--- config.mk ---
export PLATFORM = sky130hd
export DESIGN_NAME = pulse_period_histogram
export DESIGN_NICKNAME = d
export VERILOG_FILES = /design/src/rtl/pph_pkg.sv /design/src/rtl/pph_ram.sv /design/src/rtl/pph_fifo.sv /design/src/rtl/pph_front.sv /design/src/rtl/pph_back.sv /design/src/rtl/pulse_period_histogram.sv
export SDC_FILE = /design/constraint.sdc
export NUM_CORES = 2
export LEC_CHECK = 0
export BUFFER_PORTS_ARGS = -buffer_cell sky130_fd_sc_hd__buf_2
export CAP_MARGIN = 20
export CELL_PAD_IN_SITES_DETAIL_PLACEMENT = 1
export CELL_PAD_IN_SITES_GLOBAL_PLACEMENT = 1
export CORE_MARGIN = 3
export CORE_UTILIZATION = 54
export DETAILED_ROUTE_END_ITERATION = 8
export PLACE_DENSITY_LB_ADDON = 0.3
export SETUP_SLACK_MARGIN = 0.05
export SKIP_LAST_GASP = 1
export SYNTH_ARGS = -nofsm -noshare
export SYNTH_HDL_FRONTEND = slang
export SYNTH_HIERARCHICAL = 1
export SYNTH_SLANG_ARGS = --single-unit
--- constraint.sdc ---
create_clock -name clk -period 9 [get_ports clk]
set_input_delay 0 -clock clk [delete_from_list [all_inputs] [get_ports clk]]
set_output_delay 0 -clock clk [all_outputs]
set_load 0.05 [all_outputs]
--- src/rtl/pph_pkg.sv ---
// Shared types and constants for the pulse period histogram.
// Used by the front, back and top modules in rtl/; no dependencies.
package pph_pkg;

    localparam int CMD_W       = 2;
    localparam int STAMP_W     = 32;
    localparam int SEL_W       = 7;
    localparam int STATUS_W    = 2;
    localparam int COUNT_W     = 10;
    localparam int PERIOD_W    = 14;
    localparam int SEEN_W      = 10;
    localparam int LIMIT_W     = 14;
    localparam int QUEUE_DEPTH = 2;

    localparam logic [CMD_W-1:0] CMD_CAPTURE = 2'd0;
    localparam logic [CMD_W-1:0] CMD_CLEAR   = 2'd1;
    localparam logic [CMD_W-1:0] CMD_READ    = 2'd2;

    localparam logic [STATUS_W-1:0] ST_RECORDED = 2'd0;
    localparam logic [STATUS_W-1:0] ST_FIRST    = 2'd1;
    localparam logic [STATUS_W-1:0] ST_DROPPED  = 2'd2;
    localparam logic [STATUS_W-1:0] ST_DONE     = 2'd3;

    localparam logic [LIMIT_W-1:0]  LIMIT_RESET   = 14'd1000;
    localparam logic [COUNT_W-1:0]  COUNT_MAX     = 10'd1023;
    localparam logic [PERIOD_W-1:0] PERIOD_MAX    = 14'd16383;
    localparam int                  WINDOW_OFFSET = 50;

    typedef enum logic [1:0] {
        OP_NONE  = 2'd0,
        OP_INC   = 2'd1,
        OP_CLEAR = 2'd2,
        OP_READ  = 2'd3
    } op_kind_t;

    typedef struct packed {
        op_kind_t              kind;
        logic [STATUS_W-1:0]   status;
        logic [PERIOD_W-1:0]   period;
        logic [SEEN_W-1:0]     seen;
        logic                  done;
    } op_t;

    typedef struct packed {
        logic [STATUS_W-1:0]   status;
        logic [COUNT_W-1:0]    count;
        logic [PERIOD_W-1:0]   period;
        logic [SEEN_W-1:0]     seen;
        logic                  done;
    } res_t;

endpackage

--- src/rtl/pph_ram.sv ---
// Generic single-clock RAM: one write port, one read port with registered read.
// No package dependencies.
module pph_ram #(
    parameter int WIDTH = 10,
    parameter int DEPTH = 100
) (
    input  logic                     clk,
    input  logic                     we,
    input  logic [$clog2(DEPTH)-1:0] waddr,
    input  logic [WIDTH-1:0]         wdata,
    input  logic                     re,
    input  logic [$clog2(DEPTH)-1:0] raddr,
    output logic [WIDTH-1:0]         rdata
);

    logic [WIDTH-1:0] mem_reg [DEPTH];
    logic [WIDTH-1:0] rdata_reg;

    always_ff @(posedge clk)
    begin
        if (we)
        begin
            mem_reg[waddr] <= wdata;
        end
        if (re)
        begin
            rdata_reg <= mem_reg[raddr];
        end
    end

    assign rdata = rdata_reg;

endmodule

--- src/rtl/pph_fifo.sv ---
// Small synchronous queue with full/empty flags.
// No package dependencies; used between the front, back and output side.
module pph_fifo #(
    parameter int WIDTH = 8,
    parameter int DEPTH = 2
) (
    input  logic             clk,
    input  logic             rst_n,
    input  logic             push,
    input  logic [WIDTH-1:0] wdata,
    output logic             full,
    input  logic             pop,
    output logic [WIDTH-1:0] rdata,
    output logic             empty
);

    localparam int PTR_W = (DEPTH > 1) ? $clog2(DEPTH) : 1;
    localparam int CNT_W = $clog2(DEPTH + 1);

    logic [WIDTH-1:0] data_reg [DEPTH];
    logic [PTR_W-1:0] wr_ptr_reg, wr_ptr_next;
    logic [PTR_W-1:0] rd_ptr_reg, rd_ptr_next;
    logic [CNT_W-1:0] cnt_reg, cnt_next;
    logic             do_push, do_pop;

    assign full    = (cnt_reg == CNT_W'(DEPTH));
    assign empty   = (cnt_reg == '0);
    assign do_push = push && !full;
    assign do_pop  = pop && !empty;
    assign rdata   = data_reg[rd_ptr_reg];

    always_comb
    begin
        wr_ptr_next = wr_ptr_reg;
        rd_ptr_next = rd_ptr_reg;
        cnt_next    = cnt_reg;
        if (do_push)
        begin
            wr_ptr_next = (wr_ptr_reg == PTR_W'(DEPTH - 1)) ? '0 : wr_ptr_reg + 1'b1;
        end
        if (do_pop)
        begin
            rd_ptr_next = (rd_ptr_reg == PTR_W'(DEPTH - 1)) ? '0 : rd_ptr_reg + 1'b1;
        end
        if (do_push && !do_pop)
        begin
            cnt_next = cnt_reg + 1'b1;
        end
        else if (do_pop && !do_push)
        begin
            cnt_next = cnt_reg - 1'b1;
        end
    end

    always_ff @(posedge clk or negedge rst_n)
    begin
        if (!rst_n)
        begin
            wr_ptr_reg <= '0;
            rd_ptr_reg <= '0;
            cnt_reg    <= '0;
        end
        else
        begin
            wr_ptr_reg <= wr_ptr_next;
            rd_ptr_reg <= rd_ptr_next;
            cnt_reg    <= cnt_next;
        end
    end

    always_ff @(posedge clk)
    begin
        if (do_push)
        begin
            data_reg[wr_ptr_reg] <= wdata;
        end
    end

endmodule

--- src/rtl/pph_front.sv ---
// Front end: decodes commands, tracks the capture run and classifies intervals.
// Depends on pph_pkg.
module pph_front #(
    parameter int NUM_BINS   = 100,
    parameter int RUN_LENGTH = 1000,
    parameter int ADDR_W     = 7
) (
    input  logic                          clk,
    input  logic                          rst_n,
    input  logic                          cfg_valid,
    input  logic [pph_pkg::LIMIT_W-1:0]   cfg_data,
    input  logic                          accept,
    input  logic [pph_pkg::CMD_W-1:0]     command,
    input  logic [pph_pkg::STAMP_W-1:0]   timestamp,
    input  logic [pph_pkg::SEL_W-1:0]     bin_index,
    output pph_pkg::op_t                  op,
    output logic [ADDR_W-1:0]             addr
);

    localparam int CNT_W = $clog2(RUN_LENGTH + 1);
    localparam int REL_W = pph_pkg::STAMP_W + 2;
    localparam int SUM_W = pph_pkg::LIMIT_W + 1;

    logic [pph_pkg::LIMIT_W-1:0] limit_reg;
    logic [pph_pkg::STAMP_W-1:0] prev_reg, prev_next;
    logic                        have_prev_reg, have_prev_next;
    logic [CNT_W-1:0]            total_reg, total_next;

    logic [pph_pkg::STAMP_W-1:0] diff;
    logic [REL_W-1:0]            rel;
    logic                        in_win;
    logic [SUM_W-1:0]            psum, pdiff;
    logic [pph_pkg::PERIOD_W-1:0] period;
    logic [ADDR_W+pph_pkg::SEL_W-1:0] sel_ext;
    logic                        sel_ok;

    assign diff   = timestamp - prev_reg;
    assign rel    = {2'b00, diff} + REL_W'(pph_pkg::WINDOW_OFFSET)
                    - {{(REL_W - pph_pkg::LIMIT_W){1'b0}}, limit_reg};
    assign in_win = !rel[REL_W-1] && (rel < REL_W'(NUM_BINS));

    // Bin period is limit - offset + index, clamped to the field range.
    assign psum  = {1'b0, limit_reg} + SUM_W'(bin_index);
    assign pdiff = psum - SUM_W'(pph_pkg::WINDOW_OFFSET);
    always_comb
    begin
        if (psum < SUM_W'(pph_pkg::WINDOW_OFFSET))
        begin
            period = '0;
        end
        else if (pdiff[SUM_W-1])
        begin
            period = pph_pkg::PERIOD_MAX;
        end
        else
        begin
            period = pdiff[pph_pkg::PERIOD_W-1:0];
        end
    end

    assign sel_ext = {ADDR_W'(0), bin_index};
    assign sel_ok  = (32'(bin_index) < 32'(NUM_BINS));

    always_comb
    begin
        prev_next      = prev_reg;
        have_prev_next = have_prev_reg;
        total_next     = total_reg;
        op.kind        = pph_pkg::OP_NONE;
        op.status      = pph_pkg::ST_RECORDED;
        op.period      = '0;
        addr           = '0;
        unique case (command)
            pph_pkg::CMD_CAPTURE:
            begin
                if (total_reg >= CNT_W'(RUN_LENGTH))
                begin
                    op.status = pph_pkg::ST_DONE;
                end
                else if (!have_prev_reg)
                begin
                    have_prev_next = 1'b1;
                    prev_next      = timestamp;
                    total_next     = total_reg + 1'b1;
                    op.status      = pph_pkg::ST_FIRST;
                end
                else
                begin
                    prev_next  = timestamp;
                    total_next = total_reg + 1'b1;
                    if (in_win)
                    begin
                        op.kind = pph_pkg::OP_INC;
                        addr    = rel[ADDR_W-1:0];
                    end
                    else
                    begin
                        op.status = pph_pkg::ST_DROPPED;
                    end
                end
            end
            pph_pkg::CMD_CLEAR:
            begin
                have_prev_next = 1'b0;
                prev_next      = '0;
                total_next     = '0;
                op.kind        = pph_pkg::OP_CLEAR;
            end
            pph_pkg::CMD_READ:
            begin
                op.period = period;
                if (sel_ok)
                begin
                    op.kind = pph_pkg::OP_READ;
                    addr    = sel_ext[ADDR_W-1:0];
                end
            end
            default:
            begin
                op.kind = pph_pkg::OP_NONE;
            end
        endcase
        op.seen = pph_pkg::SEEN_W'(total_next);
        op.done = (total_next >= CNT_W'(RUN_LENGTH));
    end

    always_ff @(posedge clk or negedge rst_n)
    begin
        if (!rst_n)
        begin
            limit_reg     <= pph_pkg::LIMIT_RESET;
            prev_reg      <= '0;
            have_prev_reg <= 1'b0;
            total_reg     <= '0;
        end
        else
        begin
            if (cfg_valid)
            begin
                limit_reg <= cfg_data;
            end
            if (accept)
            begin
                prev_reg      <= prev_next;
                have_prev_reg <= have_prev_next;
                total_reg     <= total_next;
            end
        end
    end

endmodule

--- src/rtl/pph_back.sv ---
// Back end: bin read-modify-write with forwarding, per-bin valid bits, reads.
// Depends on pph_pkg and pph_ram.
module pph_back #(
    parameter int NUM_BINS = 100,
    parameter int ADDR_W   = 7
) (
    input  logic                clk,
    input  logic                rst_n,
    input  logic                q_empty,
    input  pph_pkg::op_t        q_op,
    input  logic [ADDR_W-1:0]   q_addr,
    output logic                q_pop,
    input  logic                o_full,
    output logic                o_push,
    output pph_pkg::res_t       o_res
);

    logic                         s2_valid_reg;
    pph_pkg::op_t                 s2_op_reg;
    logic [ADDR_W-1:0]            s2_addr_reg;
    logic [NUM_BINS-1:0]          bin_valid_reg;
    logic                         fwd_valid_reg;
    logic [ADDR_W-1:0]            fwd_addr_reg;
    logic [pph_pkg::COUNT_W-1:0]  fwd_data_reg;

    logic                         advance;
    logic                         wr_en;
    logic                         fwd_hit;
    logic [pph_pkg::COUNT_W-1:0]  ram_rdata;
    logic [pph_pkg::COUNT_W-1:0]  old_count, cur_count, new_count;

    assign advance = !s2_valid_reg || !o_full;
    assign q_pop   = advance && !q_empty;
    assign o_push  = advance && s2_valid_reg;
    assign wr_en   = o_push && (s2_op_reg.kind == pph_pkg::OP_INC);

    pph_ram #(
        .WIDTH (pph_pkg::COUNT_W),
        .DEPTH (NUM_BINS)
    ) u_bins (
        .clk   (clk),
        .we    (wr_en),
        .waddr (s2_addr_reg),
        .wdata (new_count),
        .re    (q_pop),
        .raddr (q_addr),
        .rdata (ram_rdata)
    );

    // The write of the previous op lands on the same edge as this op's read.
    assign fwd_hit   = fwd_valid_reg && (fwd_addr_reg == s2_addr_reg);
    assign old_count = fwd_hit ? fwd_data_reg : ram_rdata;
    assign cur_count = bin_valid_reg[s2_addr_reg] ? old_count : '0;
    assign new_count = (cur_count == pph_pkg::COUNT_MAX) ? cur_count : cur_count + 1'b1;

    always_comb
    begin
        o_res.status = s2_op_reg.status;
        o_res.period = s2_op_reg.period;
        o_res.seen   = s2_op_reg.seen;
        o_res.done   = s2_op_reg.done;
        o_res.count  = '0;
        case (s2_op_reg.kind)
            pph_pkg::OP_READ: o_res.count = cur_count;
            default:          o_res.count = '0;
        endcase
    end

    always_ff @(posedge clk or negedge rst_n)
    begin
        if (!rst_n)
        begin
            s2_valid_reg  <= 1'b0;
            bin_valid_reg <= '0;
            fwd_valid_reg <= 1'b0;
        end
        else if (advance)
        begin
            s2_valid_reg  <= !q_empty;
            fwd_valid_reg <= wr_en;
            if (s2_valid_reg && s2_op_reg.kind == pph_pkg::OP_CLEAR)
            begin
                bin_valid_reg <= '0;
            end
            else if (wr_en)
            begin
                bin_valid_reg[s2_addr_reg] <= 1'b1;
            end
        end
    end

    always_ff @(posedge clk)
    begin
        if (q_pop)
        begin
            s2_op_reg   <= q_op;
            s2_addr_reg <= q_addr;
        end
        if (wr_en)
        begin
            fwd_addr_reg <= s2_addr_reg;
            fwd_data_reg <= new_count;
        end
    end

endmodule

--- src/rtl/pulse_period_histogram.sv ---
// Pulse period histogram: bins intervals between timer capture stamps.
// Input queue side: push/full with command, timestamp, bin_index.
// Result queue side: empty/pop with status, bin_count, bin_period,
// captures_seen, run_done; one result per accepted command, in order.
// Config side: cfg_valid/cfg_ready/cfg_data writes lower_limit; cfg_ready
// is always high. Write it only while no command is in flight.
// Throughput: one command per cycle unless the result queue is full. A result
// shows up (empty low) after the command queue, the RAM read into the update
// stage, then the update plus write-back as it enters the result queue.
// Clear empties all bins at once through per-bin valid flags.
// Reset: lower_limit returns to 1000, the run count, previous stamp and all
// bins clear, and both queues empty; no clearing pass is needed.
// When the receiver stalls, results fill the two-entry result queue, one
// more command waits in the update stage, then the two-entry command queue
// fills and full rises.
// Depends on pph_pkg, pph_fifo, pph_front, pph_back, pph_ram.
module pulse_period_histogram #(
    parameter int NUM_BINS   = 100,
    parameter int RUN_LENGTH = 1000
) (
    input  logic                            clk,
    input  logic                            rst_n,
    input  logic                            cfg_valid,
    output logic                            cfg_ready,
    input  logic [pph_pkg::LIMIT_W-1:0]     cfg_data,
    input  logic                            push,
    output logic                            full,
    input  logic [pph_pkg::CMD_W-1:0]       command,
    input  logic [pph_pkg::STAMP_W-1:0]     timestamp,
    input  logic [pph_pkg::SEL_W-1:0]       bin_index,
    output logic                            empty,
    input  logic                            pop,
    output logic [pph_pkg::STATUS_W-1:0]    status,
    output logic [pph_pkg::COUNT_W-1:0]     bin_count,
    output logic [pph_pkg::PERIOD_W-1:0]    bin_period,
    output logic [pph_pkg::SEEN_W-1:0]      captures_seen,
    output logic                            run_done
);

    localparam int ADDR_W = $clog2(NUM_BINS);
    localparam int OP_W   = $bits(pph_pkg::op_t);
    localparam int Q_W    = OP_W + ADDR_W;
    localparam int RES_W  = $bits(pph_pkg::res_t);

    logic                 accept;
    pph_pkg::op_t         f_op;
    logic [ADDR_W-1:0]    f_addr;
    logic [Q_W-1:0]       q_rdata;
    logic                 q_empty, q_pop;
    logic                 o_full, o_push;
    pph_pkg::res_t        o_res;
    logic [RES_W-1:0]     o_rdata;
    pph_pkg::res_t        head;

    assign cfg_ready = 1'b1;
    assign accept    = push && !full;

    pph_front #(
        .NUM_BINS   (NUM_BINS),
        .RUN_LENGTH (RUN_LENGTH),
        .ADDR_W     (ADDR_W)
    ) u_front (
        .clk       (clk),
        .rst_n     (rst_n),
        .cfg_valid (cfg_valid),
        .cfg_data  (cfg_data),
        .accept    (accept),
        .command   (command),
        .timestamp (timestamp),
        .bin_index (bin_index),
        .op        (f_op),
        .addr      (f_addr)
    );

    pph_fifo #(
        .WIDTH (Q_W),
        .DEPTH (pph_pkg::QUEUE_DEPTH)
    ) u_cmd_q (
        .clk   (clk),
        .rst_n (rst_n),
        .push  (push),
        .wdata ({f_addr, f_op}),
        .full  (full),
        .pop   (q_pop),
        .rdata (q_rdata),
        .empty (q_empty)
    );

    pph_back #(
        .NUM_BINS (NUM_BINS),
        .ADDR_W   (ADDR_W)
    ) u_back (
        .clk     (clk),
        .rst_n   (rst_n),
        .q_empty (q_empty),
        .q_op    (pph_pkg::op_t'(q_rdata[OP_W-1:0])),
        .q_addr  (q_rdata[Q_W-1:OP_W]),
        .q_pop   (q_pop),
        .o_full  (o_full),
        .o_push  (o_push),
        .o_res   (o_res)
    );

    pph_fifo #(
        .WIDTH (RES_W),
        .DEPTH (pph_pkg::QUEUE_DEPTH)
    ) u_res_q (
        .clk   (clk),
        .rst_n (rst_n),
        .push  (o_push),
        .wdata (o_res),
        .full  (o_full),
        .pop   (pop),
        .rdata (o_rdata),
        .empty (empty)
    );

    assign head          = pph_pkg::res_t'(o_rdata);
    assign status        = head.status;
    assign bin_count     = head.count;
    assign bin_period    = head.period;
    assign captures_seen = head.seen;
    assign run_done      = head.done;

endmodule

==> results.md <==
| Stage | Result | This run |
|:---|:---|:---|
| timing | Unrepaired setup endpoints after global routing | false |
| yosys | Number of unique standard cell types used by synthesis | 97 |
| pwr | Switch share | 37.6% |
| place | Pre-CTS WS | 2530 ps |
| pwr | P per Cell Area | 361 nW/um^2 |
| layout | Area used by multi-input combinational logic | 17400 sq um |
| setup path | Series of cell instances along the critical path | buf_4 -> mux4_2 -> mux2i_1 -> a2111oi_0 -> a211oi_1 -> o211a_1 -> nor2_1 -> ha_1 -> nand4_1 -> mux2_1 -> nand4b_1 -> xnor2_1 -> nor2_4 -> buf_4 |
| place | Placed insts | 4952 |
| pwr | Portion of total power attributed to sequential cells | 36.7% |
| layout | Post-route design area | 67300 sq um |
| route | Post-DRT Antenna Nets | 0 |
| clock network | Number of sinks on the clock net | 1376 |
| die | Die Height | 338 microns |
| layout | Final cell count without fillers | 5362 |
| pwr | Reported net switching power | 9.15 mW |
| setup path | Reg-to-reg setup timing slack | 2400 ps |
| worst hold path | Hold Crit Start | timestamp[30] |
| route | Number of DRC markers after the initial detailed-route iteration | 3663 |
| clock network | Longest Clk Path Bufs | 3 |
| setup path | Required arrival time at the worst endpoint | 9420 ps |
| yosys | Mapped cell area | 59400 sq um |
| timing | Setup skew after layout | 34.6 ps |
| timing | Slew at the pin closest to its max-slew limit | 1190 ps |
| layout | Final-stage net count | 3993 |
| layout | Filler cell count | 9651 |
| route | Average detailed-routed wire length per instance | 30.6 microns |
| die | # rows | 121 |
| yosys | Gate count of the mapped netlist | 3574 |
| yosys | Number of enable flip-flop cells after synthesis | 1209 |
| place | Dpl hpwl | 96400 microns |
| clock network | Cell chosen for the clock root | sky130_fd_sc_hd__clkbuf_16 |
| clock network | Total setup buffers inserted after CTS | 0 |
| grt | Global-route wire length before repair | 244000 microns |
| setup path | Critical path peak fanout | 77 |
| grt | GRT Residual Overflow | 0 |
| place | Placed inst area | 61200 sq um |
| yosys | Dominant synthesized flop cell | sky130_fd_sc_hd__edfxtp_1 |
| route | Drt via density | 6.50 |
| timing | Slew headroom | 20.8% |
| die | Initial Util | 54.5% |
| die | Die Span X | 338 microns |
| timing | Total Neg Setup Slack | 0 ps |
| grt | Number of antenna violations at the first check in global routing | 4 |
| pwr | Internal power contribution | 15.2 mW |
| setup path | Maximum single-stage delay on the critical path | 920 ps |
| setup path | Worst r2r src | u_back/s2_addr_reg[2] |
| grt | Number of global-route vias before repair | 36.8k |
| die | Overall die area | 114000 sq um |
| setup path | Data arrival time of the worst path | 7010 ps |
| setup path | Slowest cell on the critical path | sky130_fd_sc_hd__o211a_1 |
| setup path | Depth of the worst register-to-register path | 14 |
| worst hold path | Worst min-delay path category | in -> reg |
| timing | Crit path time final | 6600 ps |
| route | Via count | 34.8k |
| timing | Final Cycle Share | 73.3% |
| setup path | Category of the worst setup path launch point | register |
| timing | Final Max Slew Viols | 0 |
| yosys | Synthesis-stage register bit count | 1376 |
| layout | Area Overhead vs Synth | 13.4% |
| pwr | Comb pwr share | 39.4% |
| grt | Pin count of the biggest net entering global routing | 102 |
| pwr | Cell leakage power | 23.8 nW |
| setup path | Kind of end point of the critical path | register |
| yosys | Synthesis Warnings | 6 |
| pwr | Power consumption | 24.3 mW |
| timing | Hold Fails Final Rpt | 0 |
| yosys | Average instance area after synthesis | 16.6 sq um |
| route | Length of the first detailed-routing pass in iterations | 6 |
| timing | Setup-failing EPs final | 0 |
| layout | Layout cells sized above 1 | 21.7% |
| worst hold path | Cell count of the worst hold path | 3 |
| timing | Setup WS post-layout | 2400 ps |
| yosys | Sequential cell area fraction in the yosys report | 68.2% |
| clock network | Clock-pin transition on the worst setup and hold timing paths | 60 ps |
| clock network | H-tree levels | 4 |
| clock network | Skew-Pair Late Insertion Delay | 770 ps |
| setup path | Reg-to-reg critical path endpoint | u_back/u_bins/mem_reg[21][5] |
| timing | Max Fclk | 0.152 GHz |
| layout | Largest register FFs | 1000 |
| route | Final routed DRC violation total | 0 |
| yosys | Post-synth net total | 3727 |
| grt | Total routing usage reported by global routing | 29.1% |
| pwr | Clock share of power | 23.9% |
| setup path | Critical path's most frequent cell | sky130_fd_sc_hd__buf_4 |
| place | Weighted congestion at the end of routability-driven global placement | 0.820 |
| pwr | Worst voltage drop across the vdd grid | 0.243 mV |
| clock network | TritonCTS clock tree | done |
| run status | Outcome | completed |
| yosys | Proportion of synthesized flip-flops having asynchronous set or reset | 12.1% |
| clock network | Cts bufs inserted | 142 |
| setup path | WS Path Type | reg -> reg |
| layout | Sequential cell area | 40500 sq um |
| flow run | Max Cap Viol | 0 |
| route | Overall routed net length | 164000 microns |
| die | Count of pins on the block boundary | 100 |
| worst hold path | Worst Hold Endpoint | u_front/prev_reg[30] |
| die | Core region area | 109000 sq um |
| place | Quantity of I/O buffers inserted on ports | 98 |
## per-layer routing
layer	global-route usage [%]	part of all wire, %	up-vias
met4	11.0	3.4	0
met3	5.82	8.0	340
met5	0	0	-
li1	-	-	14600
met1	39.2	39	18300
met2	47.2	50	1652
## placed cells by master, fill, tap and decap left out, drive strengths merged, types with 11 or more instances in the layout
| cell type | n |
|---|---|
| xnor2 | 62 |
| bufinv | 11 |
| nand2b | 34 |
| o21ai | 74 |
| a2111oi | 11 |
| a22o | 36 |
| a31oi | 21 |
| o22ai | 29 |
| ha | 90 |
| buf | 215 |
| and3 | 20 |
| nor2b | 28 |
| edfxtp | 1209 |
| or3 | 12 |
| a22oi | 40 |
| a211oi | 27 |
| mux4 | 281 |
| a21oi | 206 |
| dlygate4sd3 | 106 |
| clkinv | 50 |
| mux2 | 100 |
| clkbuf | 183 |
| nand4 | 32 |
| dfrtp | 161 |
| nor2 | 297 |
| xor2 | 28 |
| inv | 122 |
| a21o | 30 |
| nand3 | 47 |
| nor3 | 28 |
| nand2 | 132 |
| mux2i | 54 |
## what timing repair did
item	CTS	global route
hold buffers	107	0
setup endpoints to repair	0	0
resized for setup	0	0
hold endpoints to repair	295	0
## how the worst max path moves through the flow
stage          slack, ps                   from                           end  cells past startpoint
3_5_place_dp        2530    u_front/prev_reg[0]       u_cmd_q/data_reg[1][26]                     23
6_report            2400  u_back/s2_addr_reg[2]  u_back/u_bins/mem_reg[21][5]                     14
3_3_place_gp        2740    u_front/prev_reg[0]       u_cmd_q/data_reg[0][26]                     23
2_1_floorplan       1050  u_back/s2_addr_reg[4]        u_back/fwd_data_reg[8]                     12
5_1_grt             2070    u_front/prev_reg[0]       u_cmd_q/data_reg[1][26]                     23
4_1_cts             2430  u_back/s2_addr_reg[2]  u_back/u_bins/mem_reg[63][5]                     14
## power groups by stage
stage	combinational (mW)	sequential [mW]	clock, mW
6_report	9.59	8.93	5.80
5_1_grt	10.2	8.98	6.15
4_1_cts	9.47	8.93	5.87
3_5_place_dp	9.29	9.03	0
3_3_place_gp	9.04	8.97	0
2_1_floorplan	6.64	8.96	0
## metrics by stage
stage / utilization (%) / hold slack [ps]
after floorplan: - / -296
after global placement: 56.1 / -26.1
after detailed placement: 56.1 / -25.3
after CTS: 61.3 / 0.480
after global routing: 61.8 / 48.0
final: 61.8 / 49.8
## cell type report
type,count,area share [%]
clock inverters,70,1.09
clock buffers,180,5.60
diodes,2,0.00743
flip-flops and latches,1376,60.1
well taps,1414,2.63
multi-input cells,1881,25.9
inverters,115,0.649
repair buffers,324,3.97
## synth_stat cells, drive strengths merged, types with 74 or more instances
library cell | n | area, sq um
dfrtp | 161 | 4030
mux4 | 281 | 6330
ha | 90 | 1130
clkbuf | 97 | 364
nand2 | 132 | 495
mux2 | 100 | 1320
edfxtp | 1209 | 36300
nor2 | 297 | 1130
inv | 114 | 428
buf | 105 | 796
a21oi | 206 | 1030
o21ai | 74 | 370
## worst max-delay path, delay by kind of cell (launching register included)
family	cells	cell delay (ps)
xor+xnor	1	210
fa+ha+maj	1	400
buf+inv	2	1210
mux	3	1210
compound gates	3	1340
flops	1	650
simple gates	4	1090
## cells by family (layout without fill, tap and decap cells)
family	after synthesis	count (layout)	synth area share, %
mux	435	435	13.8
xor+xnor	91	91	1.38
fa+ha+maj	93	93	2.00
simple gates	677	677	5.45
buf+inv	317	689	2.69
other cells	1	3	0.00632
flops	1376	1376	68.2
compound gates	584	584	6.49
Power figures use the tool's default switching activity.
